$ cat config.mk
export PLATFORM = sky130hd
export DESIGN_NAME = ip_address_text_validator
export DESIGN_NICKNAME = d
export VERILOG_FILES = /design/src/rtl/core/ipv_pkg.sv /design/src/rtl/core/ipv_scan.sv /design/src/rtl/core/ip_address_text_validator.sv
export SDC_FILE = /design/constraint.sdc
export NUM_CORES = 1
export LEC_CHECK = 0
export BUFFER_PORTS_ARGS = -buffer_cell sky130_fd_sc_hd__buf_4
export CORE_MARGIN = 2
export CORE_UTILIZATION = 48
export CTS_CLUSTER_DIAMETER = 120
export CTS_CLUSTER_SIZE = 20
export DETAILED_ROUTE_END_ITERATION = 10
export PLACE_DENSITY = 0.74
export SLEW_MARGIN = 25
export SYNTH_ARGS = -nofsm -noshare
export SYNTH_HDL_FRONTEND = slang
export SYNTH_SLANG_ARGS = --single-unit
$ cat constraint.sdc
create_clock -name clk -period 3.9 [get_ports clk]
set_clock_uncertainty 0.2 [all_clocks]
set_input_delay 0.975 -clock clk [delete_from_list [all_inputs] [get_ports clk]]
set_output_delay 0.975 -clock clk [all_outputs]
set_load 0.02 [all_outputs]
$ cat src/rtl/core/ipv_pkg.sv
package ipv_pkg;

	localparam logic [7:0] CHAR_DOT   = 8'h2E;
	localparam logic [7:0] CHAR_COLON = 8'h3A;
	localparam logic [7:0] CHAR_ZERO  = 8'h30;
	localparam logic [7:0] CHAR_NINE  = 8'h39;
	localparam logic [7:0] CHAR_UP_A  = 8'h41;
	localparam logic [7:0] CHAR_UP_F  = 8'h46;
	localparam logic [7:0] CHAR_LO_A  = 8'h61;
	localparam logic [7:0] CHAR_LO_F  = 8'h66;

	localparam logic [9:0] V4_MAX_VALUE = 10'd255;
	localparam logic [2:0] V4_MAX_LEN   = 3'd3;
	localparam logic [2:0] V6_MAX_LEN   = 3'd4;
	localparam logic [2:0] V4_DOTS      = 3'd3;
	localparam logic [3:0] V6_COLONS    = 4'd7;
	localparam logic [2:0] DOT_SAT      = 3'd7;
	localparam logic [3:0] COLON_SAT    = 4'd15;

	typedef enum logic [1:0] {
		VERDICT_NEITHER = 2'd0,
		VERDICT_IPV4    = 2'd1,
		VERDICT_IPV6    = 2'd2
	} verdict_t;

	typedef struct packed {
		logic [7:0] char_code;
		logic       char_valid;
		logic       is_last;
	} ipv_item_t;

	function automatic logic is_dec(input logic [7:0] c);
		return (c >= CHAR_ZERO) && (c <= CHAR_NINE);
	endfunction

	function automatic logic is_hex(input logic [7:0] c);
		return is_dec(c) || ((c >= CHAR_UP_A) && (c <= CHAR_UP_F)) ||
			((c >= CHAR_LO_A) && (c <= CHAR_LO_F));
	endfunction

endpackage

$ cat src/rtl/core/ipv_scan.sv
module ipv_scan
	import ipv_pkg::*;
(
	input  logic      clk,
	input  logic      arst_n,
	input  ipv_item_t item,
	input  logic      step,
	output verdict_t  verdict
);

	logic       saw_dot_q, v4_failed_q, v6_failed_q, v4_first_zero_q;
	logic [2:0] dot_count_q, v4_field_len_q, v6_field_len_q;
	logic [3:0] colon_count_q;
	logic [9:0] v4_field_value_q;

	logic       saw_dot_n, v4_failed_n, v6_failed_n, v4_first_zero_n;
	logic [2:0] dot_count_n, v4_field_len_n, v6_field_len_n;
	logic [3:0] colon_count_n;
	logic [9:0] v4_field_value_n;
	logic [7:0] c;

	function automatic logic v4_field_ok(input logic [2:0] len, input logic [9:0] val,
		input logic fz);
		return (len != 3'd0) && (val <= V4_MAX_VALUE) && !(fz && (len > 3'd1));
	endfunction

	assign c = item.char_code;

	always_comb begin
		saw_dot_n        = saw_dot_q;
		v4_failed_n      = v4_failed_q;
		v6_failed_n      = v6_failed_q;
		dot_count_n      = dot_count_q;
		colon_count_n    = colon_count_q;
		v4_field_len_n   = v4_field_len_q;
		v4_field_value_n = v4_field_value_q;
		v4_first_zero_n  = v4_first_zero_q;
		v6_field_len_n   = v6_field_len_q;
		if (item.char_valid) begin
			// ipv4 side
			if (c == CHAR_DOT) begin
				saw_dot_n = 1'b1;
				if (!v4_field_ok(v4_field_len_q, v4_field_value_q, v4_first_zero_q) ||
					(dot_count_q >= V4_DOTS)) begin
					v4_failed_n = 1'b1;
				end
				if (dot_count_q != DOT_SAT) begin
					dot_count_n = dot_count_q + 3'd1;
				end
				v4_field_len_n   = 3'd0;
				v4_field_value_n = 10'd0;
				v4_first_zero_n  = 1'b0;
			end else if (is_dec(c)) begin
				if (v4_field_len_q >= V4_MAX_LEN) begin
					v4_failed_n = 1'b1;
				end else begin
					if (v4_field_len_q == 3'd0) begin
						v4_first_zero_n = (c == CHAR_ZERO);
					end
					// times ten plus the digit, value stays below 1000
					v4_field_value_n = 10'({v4_field_value_q, 3'b000} +
						{3'b000, v4_field_value_q, 1'b0} + {9'd0, c[3:0]});
					v4_field_len_n = v4_field_len_q + 3'd1;
				end
			end else begin
				v4_failed_n = 1'b1;
			end
			// ipv6 side
			if (c == CHAR_COLON) begin
				if ((v6_field_len_q == 3'd0) || (colon_count_q >= V6_COLONS)) begin
					v6_failed_n = 1'b1;
				end
				if (colon_count_q != COLON_SAT) begin
					colon_count_n = colon_count_q + 4'd1;
				end
				v6_field_len_n = 3'd0;
			end else if (is_hex(c)) begin
				if (v6_field_len_q >= V6_MAX_LEN) begin
					v6_failed_n = 1'b1;
				end else begin
					v6_field_len_n = v6_field_len_q + 3'd1;
				end
			end else begin
				v6_failed_n = 1'b1;
			end
		end
	end

	always_comb begin
		verdict = VERDICT_NEITHER;
		if (saw_dot_n) begin
			if (!v4_failed_n && (dot_count_n == V4_DOTS) &&
				v4_field_ok(v4_field_len_n, v4_field_value_n, v4_first_zero_n)) begin
				verdict = VERDICT_IPV4;
			end
		end else begin
			if (!v6_failed_n && (colon_count_n == V6_COLONS) &&
				(v6_field_len_n != 3'd0)) begin
				verdict = VERDICT_IPV6;
			end
		end
	end

	always_ff @(posedge clk or negedge arst_n) begin
		if (!arst_n) begin
			saw_dot_q        <= 1'b0;
			v4_failed_q      <= 1'b0;
			v6_failed_q      <= 1'b0;
			dot_count_q      <= 3'd0;
			colon_count_q    <= 4'd0;
			v4_field_len_q   <= 3'd0;
			v4_field_value_q <= 10'd0;
			v4_first_zero_q  <= 1'b0;
			v6_field_len_q   <= 3'd0;
		end else if (step) begin
			if (item.is_last) begin
				// verdict given, start a fresh string
				saw_dot_q        <= 1'b0;
				v4_failed_q      <= 1'b0;
				v6_failed_q      <= 1'b0;
				dot_count_q      <= 3'd0;
				colon_count_q    <= 4'd0;
				v4_field_len_q   <= 3'd0;
				v4_field_value_q <= 10'd0;
				v4_first_zero_q  <= 1'b0;
				v6_field_len_q   <= 3'd0;
			end else begin
				saw_dot_q        <= saw_dot_n;
				v4_failed_q      <= v4_failed_n;
				v6_failed_q      <= v6_failed_n;
				dot_count_q      <= dot_count_n;
				colon_count_q    <= colon_count_n;
				v4_field_len_q   <= v4_field_len_n;
				v4_field_value_q <= v4_field_value_n;
				v4_first_zero_q  <= v4_first_zero_n;
				v6_field_len_q   <= v6_field_len_n;
			end
		end
	end

endmodule

$ cat src/rtl/core/ip_address_text_validator.sv
// IP address text validator.
// The request channel (src_valid, src_stall, char_code, char_valid, is_last) carries an
// address string, one character per request. The request with is_last set closes the
// string; a request with char_valid low carries no character (used to close an empty
// string, ignored otherwise). One verdict per string leaves on the result channel
// (res_valid, res_stall, verdict): 0 neither, 1 valid IPv4, 2 valid IPv6.
// Throughput: one request per cycle, back to back across strings, while src_stall is low.
// A request is held in an input register; the per-character update of the string state
// and the verdict decode sit between that register and the result register, which
// holds the verdict shown with res_valid.
// When the receiver stalls, the verdict holds in the result register; the block keeps
// taking characters, and src_stall rises only when a second verdict is ready while the
// first still waits.
// Reset (arst_n low, asynchronous) clears the valid flags of both registers and the
// string state, so the first request after reset starts a new string.
module ip_address_text_validator
	import ipv_pkg::*;
(
	input  logic       clk,
	input  logic       arst_n,
	input  logic       src_valid,
	output logic       src_stall,
	input  logic [7:0] char_code,
	input  logic       char_valid,
	input  logic       is_last,
	output logic       res_valid,
	input  logic       res_stall,
	output logic [1:0] verdict
);

	logic      valid_s1;
	ipv_item_t item_s1;
	logic      res_full_q;
	verdict_t  verdict_q;
	verdict_t  verdict_c;
	logic      step;
	logic      load_s1;
	logic      load_res;

	// a character without a verdict never waits on the result side
	assign step     = valid_s1 && (!item_s1.is_last || !res_full_q || !res_stall);
	assign src_stall = valid_s1 && !step;
	assign load_s1  = src_valid && !src_stall;
	assign load_res = step && item_s1.is_last;

	always_ff @(posedge clk or negedge arst_n) begin
		if (!arst_n) begin
			valid_s1 <= 1'b0;
		end else if (load_s1 || step) begin
			valid_s1 <= load_s1;
		end
	end

	always_ff @(posedge clk) begin
		if (load_s1) begin
			item_s1 <= '{char_code: char_code, char_valid: char_valid, is_last: is_last};
		end
	end

	ipv_scan u_scan (
		.clk     (clk),
		.arst_n  (arst_n),
		.item    (item_s1),
		.step    (step),
		.verdict (verdict_c)
	);

	always_ff @(posedge clk or negedge arst_n) begin
		if (!arst_n) begin
			res_full_q <= 1'b0;
		end else if (load_res) begin
			res_full_q <= 1'b1;
		end else if (!res_stall) begin
			res_full_q <= 1'b0;
		end
	end

	always_ff @(posedge clk) begin
		if (load_res) begin
			verdict_q <= verdict_c;
		end
	end

	assign res_valid = res_full_q;
	assign verdict   = verdict_q;

endmodule

Yosys cells after proc, flatten, opt, wreduce, memory -nomap -nowiden
Cells that the tools add are included.
- word-level logic and storage cells: 131
- bits in writable memories: 0
- input port bits: 14
- memories: 0
- bits in read-only memories: 0
- bits in latches: 0
- output and inout bits: 4
- flip-flop bits (word level): 41
- equality and inequality tests: 8
- muxes and demuxes: 49
- bitwise gates (word level): 0
- $add $sub $neg: 6
- order comparisons: 14
- reductions and logical operators: 39
- div/mod/pow operators: 0
- multiply operators: 0
- shifts and indexed selects: 0
- operators by type and width (cell ; count):
    10-bit two-way mux ; 5
    3-bit two-way mux ; 14
    8-bit by 6-bit equality test with 1-bit output (second input constant) ; 3
    1-bit two-way mux ; 24
    10-bit by 8-bit less-or-equal comparator with 1-bit output (second input constant) ; 2
    1-bit logical AND ; 17
    8-bit by 7-bit >= comparator with 1-bit output (second input constant) ; 2
    8-bit by 7-bit less-or-equal comparator with 1-bit output (second input constant) ; 2
    4-bit two-way mux ; 4
    10-bit adder ; 1
    10-bit by 4-bit adder with 10-bit output ; 1
    1-bit zero test ; 10
    3-bit by 1-bit adder with 3-bit output (second input constant) ; 3
    3-bit nonzero test ; 3
    8-bit by 6-bit >= comparator with 1-bit output (second input constant) ; 1
    8-bit by 6-bit less-or-equal comparator with 1-bit output (second input constant) ; 1
    1-bit logical OR ; 7
    3-bit by 2-bit >= comparator with 1-bit output (second input constant) ; 2
    3-bit by 1-bit > comparator with 1-bit output (second input constant) ; 2
    3-bit zero test ; 2
    4-bit by 1-bit adder with 4-bit output (second input constant) ; 1
    4-bit by 3-bit equality test with 1-bit output (second input constant) ; 1
    4-bit by 3-bit >= comparator with 1-bit output (second input constant) ; 1
    2-bit two-way mux ; 2
    other kinds (5) ; 5

Logic depth before layout (Yosys ltp)
- depth in word-level cells: 14
- gate-level depth with buffers: 10
- depth with buffers taken out: 10

Cells and area by module
A second synthesis with hierarchy kept.
- cell total of the unflattened synthesis: 255
- area total of the unflattened synthesis: 2568.7 um2
- modules (own cells, without submodules) (module ; area each (um2) ; cells each ; instances ; seq. area each (um2)):
    ipv_scan ; 2103.3 ; 231 ; 1 ; 675.6
    ip_address_text_validator ; 465.4 ; 24 ; 1 ; 410.4

Least setup slack after synthesis
Ideal clock, no wire load.
- path kind: reg-to-reg
- start: register item_s1[5] (netlist name)
- end: register verdict_q[0] (netlist: verdict[0]), data pin
- data required time: 3.443 ns
- library setup time: 0.257 ns
- cell stages (with the launch flop): 11
- slack: 1.099 ns
- buffers on the path: 0
- clock period less this slack: 2.801 ns
- arrival time: 2.344 ns
- cell sequence: edfxtp_1 inv_1 fa_1 inv_1 ha_1 a21oi_1 nor2b_1 a311oi_1 a21oi_1 xnor2_1 o2111a_1
- cells in the longest elaborated chain, start to end: 12
- elaborated cells on any way between the ends: 38
- those cells by class: add/sub (1); order compare (4); eq/ne (3); mux (21); reduce/logical (9)
- RTL lines (element ; line ; RTL):
    from (decl) ; ip_address_text_validator.sv:32 ; ipv_item_t item_s1;
    from (signal assigned) ; ip_address_text_validator.sv:56 ; item_s1 <= '{char_code: char_code, char_valid: char_valid, is_last: is_last};
    parallel branches: the longest is 11 deep, another holds 10-bit by 4-bit adder with 10-bit output ; -- ;
    2-bit two-way mux * ; ipv_scan.sv:91 ; if (saw_dot_n) begin
    to (signal assigned) ; ip_address_text_validator.sv:80 ; verdict_q <= verdict_c;
    to (decl) ; ip_address_text_validator.sv:34 ; verdict_t verdict_q;
Mark *: on every way between the ends.
A chain may end at the register's enable or synchronous reset.

Final worst setup path
Same ends and word-level chain as after synthesis.

==> results.md <==
- Status: finished, final reports clean
- Pwr dens: 286.9 nW/µm²
- Dpl hpwl: 3830 µm
- First-pass GRT wire length: 8838 µm
- CTS Sinks: 41
- Final Cell Area: 2838 µm²
- Yosys warns: 0
- Post-CTS Hold Buffers: 0
- CTS Buf Count: 5
- Drc violations: 0
- Antenna violations before repair: 0
- Vias per cell: 5.852
- Synthesized cell area: 2566 µm²
- Sequential fraction of the synthesis area: 42.32%
- Period minus WS final: 2.989 ns
- Total Wirelength: 5170 µm
- Fin. Hold Viols: 0
- Worst Path Arrival: 2.84 ns
- CP required: 3.75 ns
- Setup TNS: 0 ns
- Nets: 316
- Final worst-path cycle share: 76.63%
- VDD IR max: 0.2384 mV
- WS Path Type: reg -> reg
- Total power: 0.0008142 W
- #FFs+latches synth: 41
- Max-cap violations: 0
- Share of layout cells above drive strength 1: 11.39%
- Post-Syn Nets: 297
- H-tree level count: 2
- Synthesized area per cell: 9.832 µm²
- Async S/R FF share, synth: 70.73%
- Critical Path Source Type: flip-flop
- Synth cell types: 58
- Post-CTS setup buffer count: 0
- Finished Layout Cells: 351
- Initial core utilization: 49.93%
- F_max: 334.6 MHz
- Largest fanout on the critical path: 7
- Via count: 2,054
- GRT overflow: 0
- Final Slew Violations: 0
- CTS Root Buffer Type: clkbuf_8
- Top delay family on crit path: compound AO/OA/AOI/OAI gates
- Setup violators final: 0
- Buf+Inv Stages, Crit Path: 2
- Leak: 1.213 nW
- Die Footprint: 5947 µm²
- Post-synth EDFFs: 12
- Area grow syn2layout: 10.58%
- RSZ-0062 raised after global routing: no
- Routability Congestion: 0.8385
- Ports: 18
- Number of I/O port buffers: 17
- Total GRT Usage: 18.54%
- Slowest CP cell: fa_1
- Hold_ws: 0.2942 ns
- Clock Power Share: 32.3%
- DRT antenna net count: 0
- Combinational group share of total power: 9.4%
- Gate Count Post-Synth: 261
- CP peak stage delay: 0.53 ns
- Power Internal: 0.0006157 W
- Sw Share: 24.38%
- Initial DRC Count: 116
- CP Capture Type: flip-flop
- Clock latency on the worst-skew pair: 0.29 ns
- # diodes: 0
- Worst Tran Pin Value: 0.8941 ns
- Slew HR: 39.84%
- Crit-path cells: inv_1, fa_1, inv_1, ha_1, a21oi_1, nor2b_1, a311oi_1, a21oi_1, xnor2_1, o2111a_1
- Sequential share of power: 58.2%
- Reg clk slew, reported paths: 0.08 ns
- CTS tree: built
- Number of detailed-route iterations in the first pass: 4
- Post-DR wirelength/cell: 14.73 µm
- Vias in the first global route: 1,922
- Die span in y: 77.12 µm
- CTS-repair resized insts: 0
- Hold crit path type: reg -> reg
- Placed Area: 2758 µm²
- Filler cells: 485
- Placed Instances: 343
- Core Footprint: 5140 µm²
- Largest net degree at the start of global routing: 30
- Row Count: 26
- Sw Pwr: 0.0001985 W
- Clock Path Buffers: 2
- Die width: 77.12 µm
- Post-synth top flop: dfrtp_1
[layout make-up]
type                    count  area [µm²]  share of cell area (%)
inverters                  15       56.30                   1.984
well taps                  70       87.58                   3.086
multi-input cells         199        1393                   49.07
repair buffers             18       135.1                   4.762
clock buffers               8       80.08                   2.822
flip-flops and latches     41        1086                   38.27
[logic make-up (layout without fill, tap and decap cells)]
family	Yosys count	after routing	synth area share (%)
buffers and inverters	21	41	3.412
AND/OR/NAND/NOR	87	87	18.33
flip-flops	41	41	42.32
AO/OA/AOI/OAI	80	80	20.92
adder cells (fa/ha/maj)	22	22	11.31
XOR/XNOR	8	8	2.730
multiplexers	2	2	0.9750
[per-layer routing]
metal  wire length, µm  up-vias  GRT usage (%)  part of all wire [%]
li1                  -     1013              -                     -
met1              2423      982          26.12                    47
met2              2403       52          28.43                    46
met3               279        7          4.118                   5.4
met4                63        0          5.893                   1.2
met5                 0        -              0                     0
[tightest hold or removal path, delay by kind of cell (launching register included)]
family	cells	cell delay [ns]
AND/OR/NAND/NOR	1	0.05
flip-flops	1	0.35
AO/OA/AOI/OAI	1	0.06
[stage by stage]
| stage | setup WS, ns | util (%) |
|---|---|---|
| finish | 0.9114 | 55.21 |
| global placement | 0.9601 | 53.65 |
| global route | 0.7295 | 55.21 |
| floorplan | 1.099 | - |
| CTS | 0.9094 | 55.21 |
| detailed placement | 0.9061 | 53.65 |
[worst paths after layout]
| kind | from | to | slack [ns] | cells after the start |
|---|---|---|---|---|
| max in group asynchronous | arst_n | u_scan.colon_count_q[0] | 2.80 | 1 |
| min in group asynchronous | arst_n | u_scan.v4_field_value_q[6] | 0.40 | 1 |
| worst min register to register | u_scan.v4_field_value_q[7] | u_scan.v4_field_value_q[7] | 0.29 | 2 |
| worst max register to register | item_s1[5] | verdict[0] | 0.91 | 10 |
| worst min-delay path | u_scan.v4_field_value_q[7] | u_scan.v4_field_value_q[7] | 0.29 | 2 |
| worst max-delay path | item_s1[5] | verdict[0] | 0.91 | 10 |
[placed cells by master, fill, tap and decap left out, drive strengths merged, types with 2 or more instances in the layout]
master,count
a31oi,6
clkbuf,8
a311oi,2
a22o,6
xor2,3
and2,3
dfrtp,29
nor2,17
a211o,2
nand2b,7
xnor2,5
a21oi,17
or3,2
nor4b,2
nor3,3
ha,20
nand2,24
edfxtp,12
nand3,6
fa,2
o21ai,23
o21a,4
buf,18
a2111oi,2
a21boi,2
a21o,3
and3,3
inv,15
nor2b,4
nor4,3
o31ai,2
nand4,5
[cell usage after synthesis, drive strengths merged, types with 3 or more instances]
library cell,instances,area (µm²)
nor4,3,18.77
edfxtp,12,360.4
nand2b,7,43.79
a21o,3,31.28
and2,3,18.77
a21oi,17,85.08
a31oi,6,37.54
nand3,6,30.03
nor2b,4,25.02
a22o,6,52.55
nand2,24,90.09
ha,20,250.2
nor3,3,15.01
o21ai,23,115.1
and3,3,18.77
xnor2,5,43.79
nand4,5,31.28
o21a,4,30.03
inv,15,56.30
xor2,3,26.28
nor2,17,63.81
clkbuf,4,15.01
dfrtp,29,725.7
[state kept, by name (all words and copies together), names as in the netlist, 2 cells and up]
register and cells:
u_scan.dot_count_q 3, item_s1 10, u_scan.v4_field_len_q 3, u_scan.colon_count_q 4
u_scan.v6_field_len_q 3, verdict 2, u_scan.v4_field_value_q 10
[power by group through the flow]
stage / Combinational [W] / Sequential, W / Clock [W]
floorplan: 0.0000477 / 0.000478 / 0
global placement: 0.0000760 / 0.000482 / 0
detailed placement: 0.0000768 / 0.000483 / 0
CTS: 0.0000771 / 0.000474 / 0.000273
global route: 0.0000869 / 0.000477 / 0.000289
finish: 0.0000768 / 0.000474 / 0.000263
No activity file was read; power rests on OpenSTA's default activity.
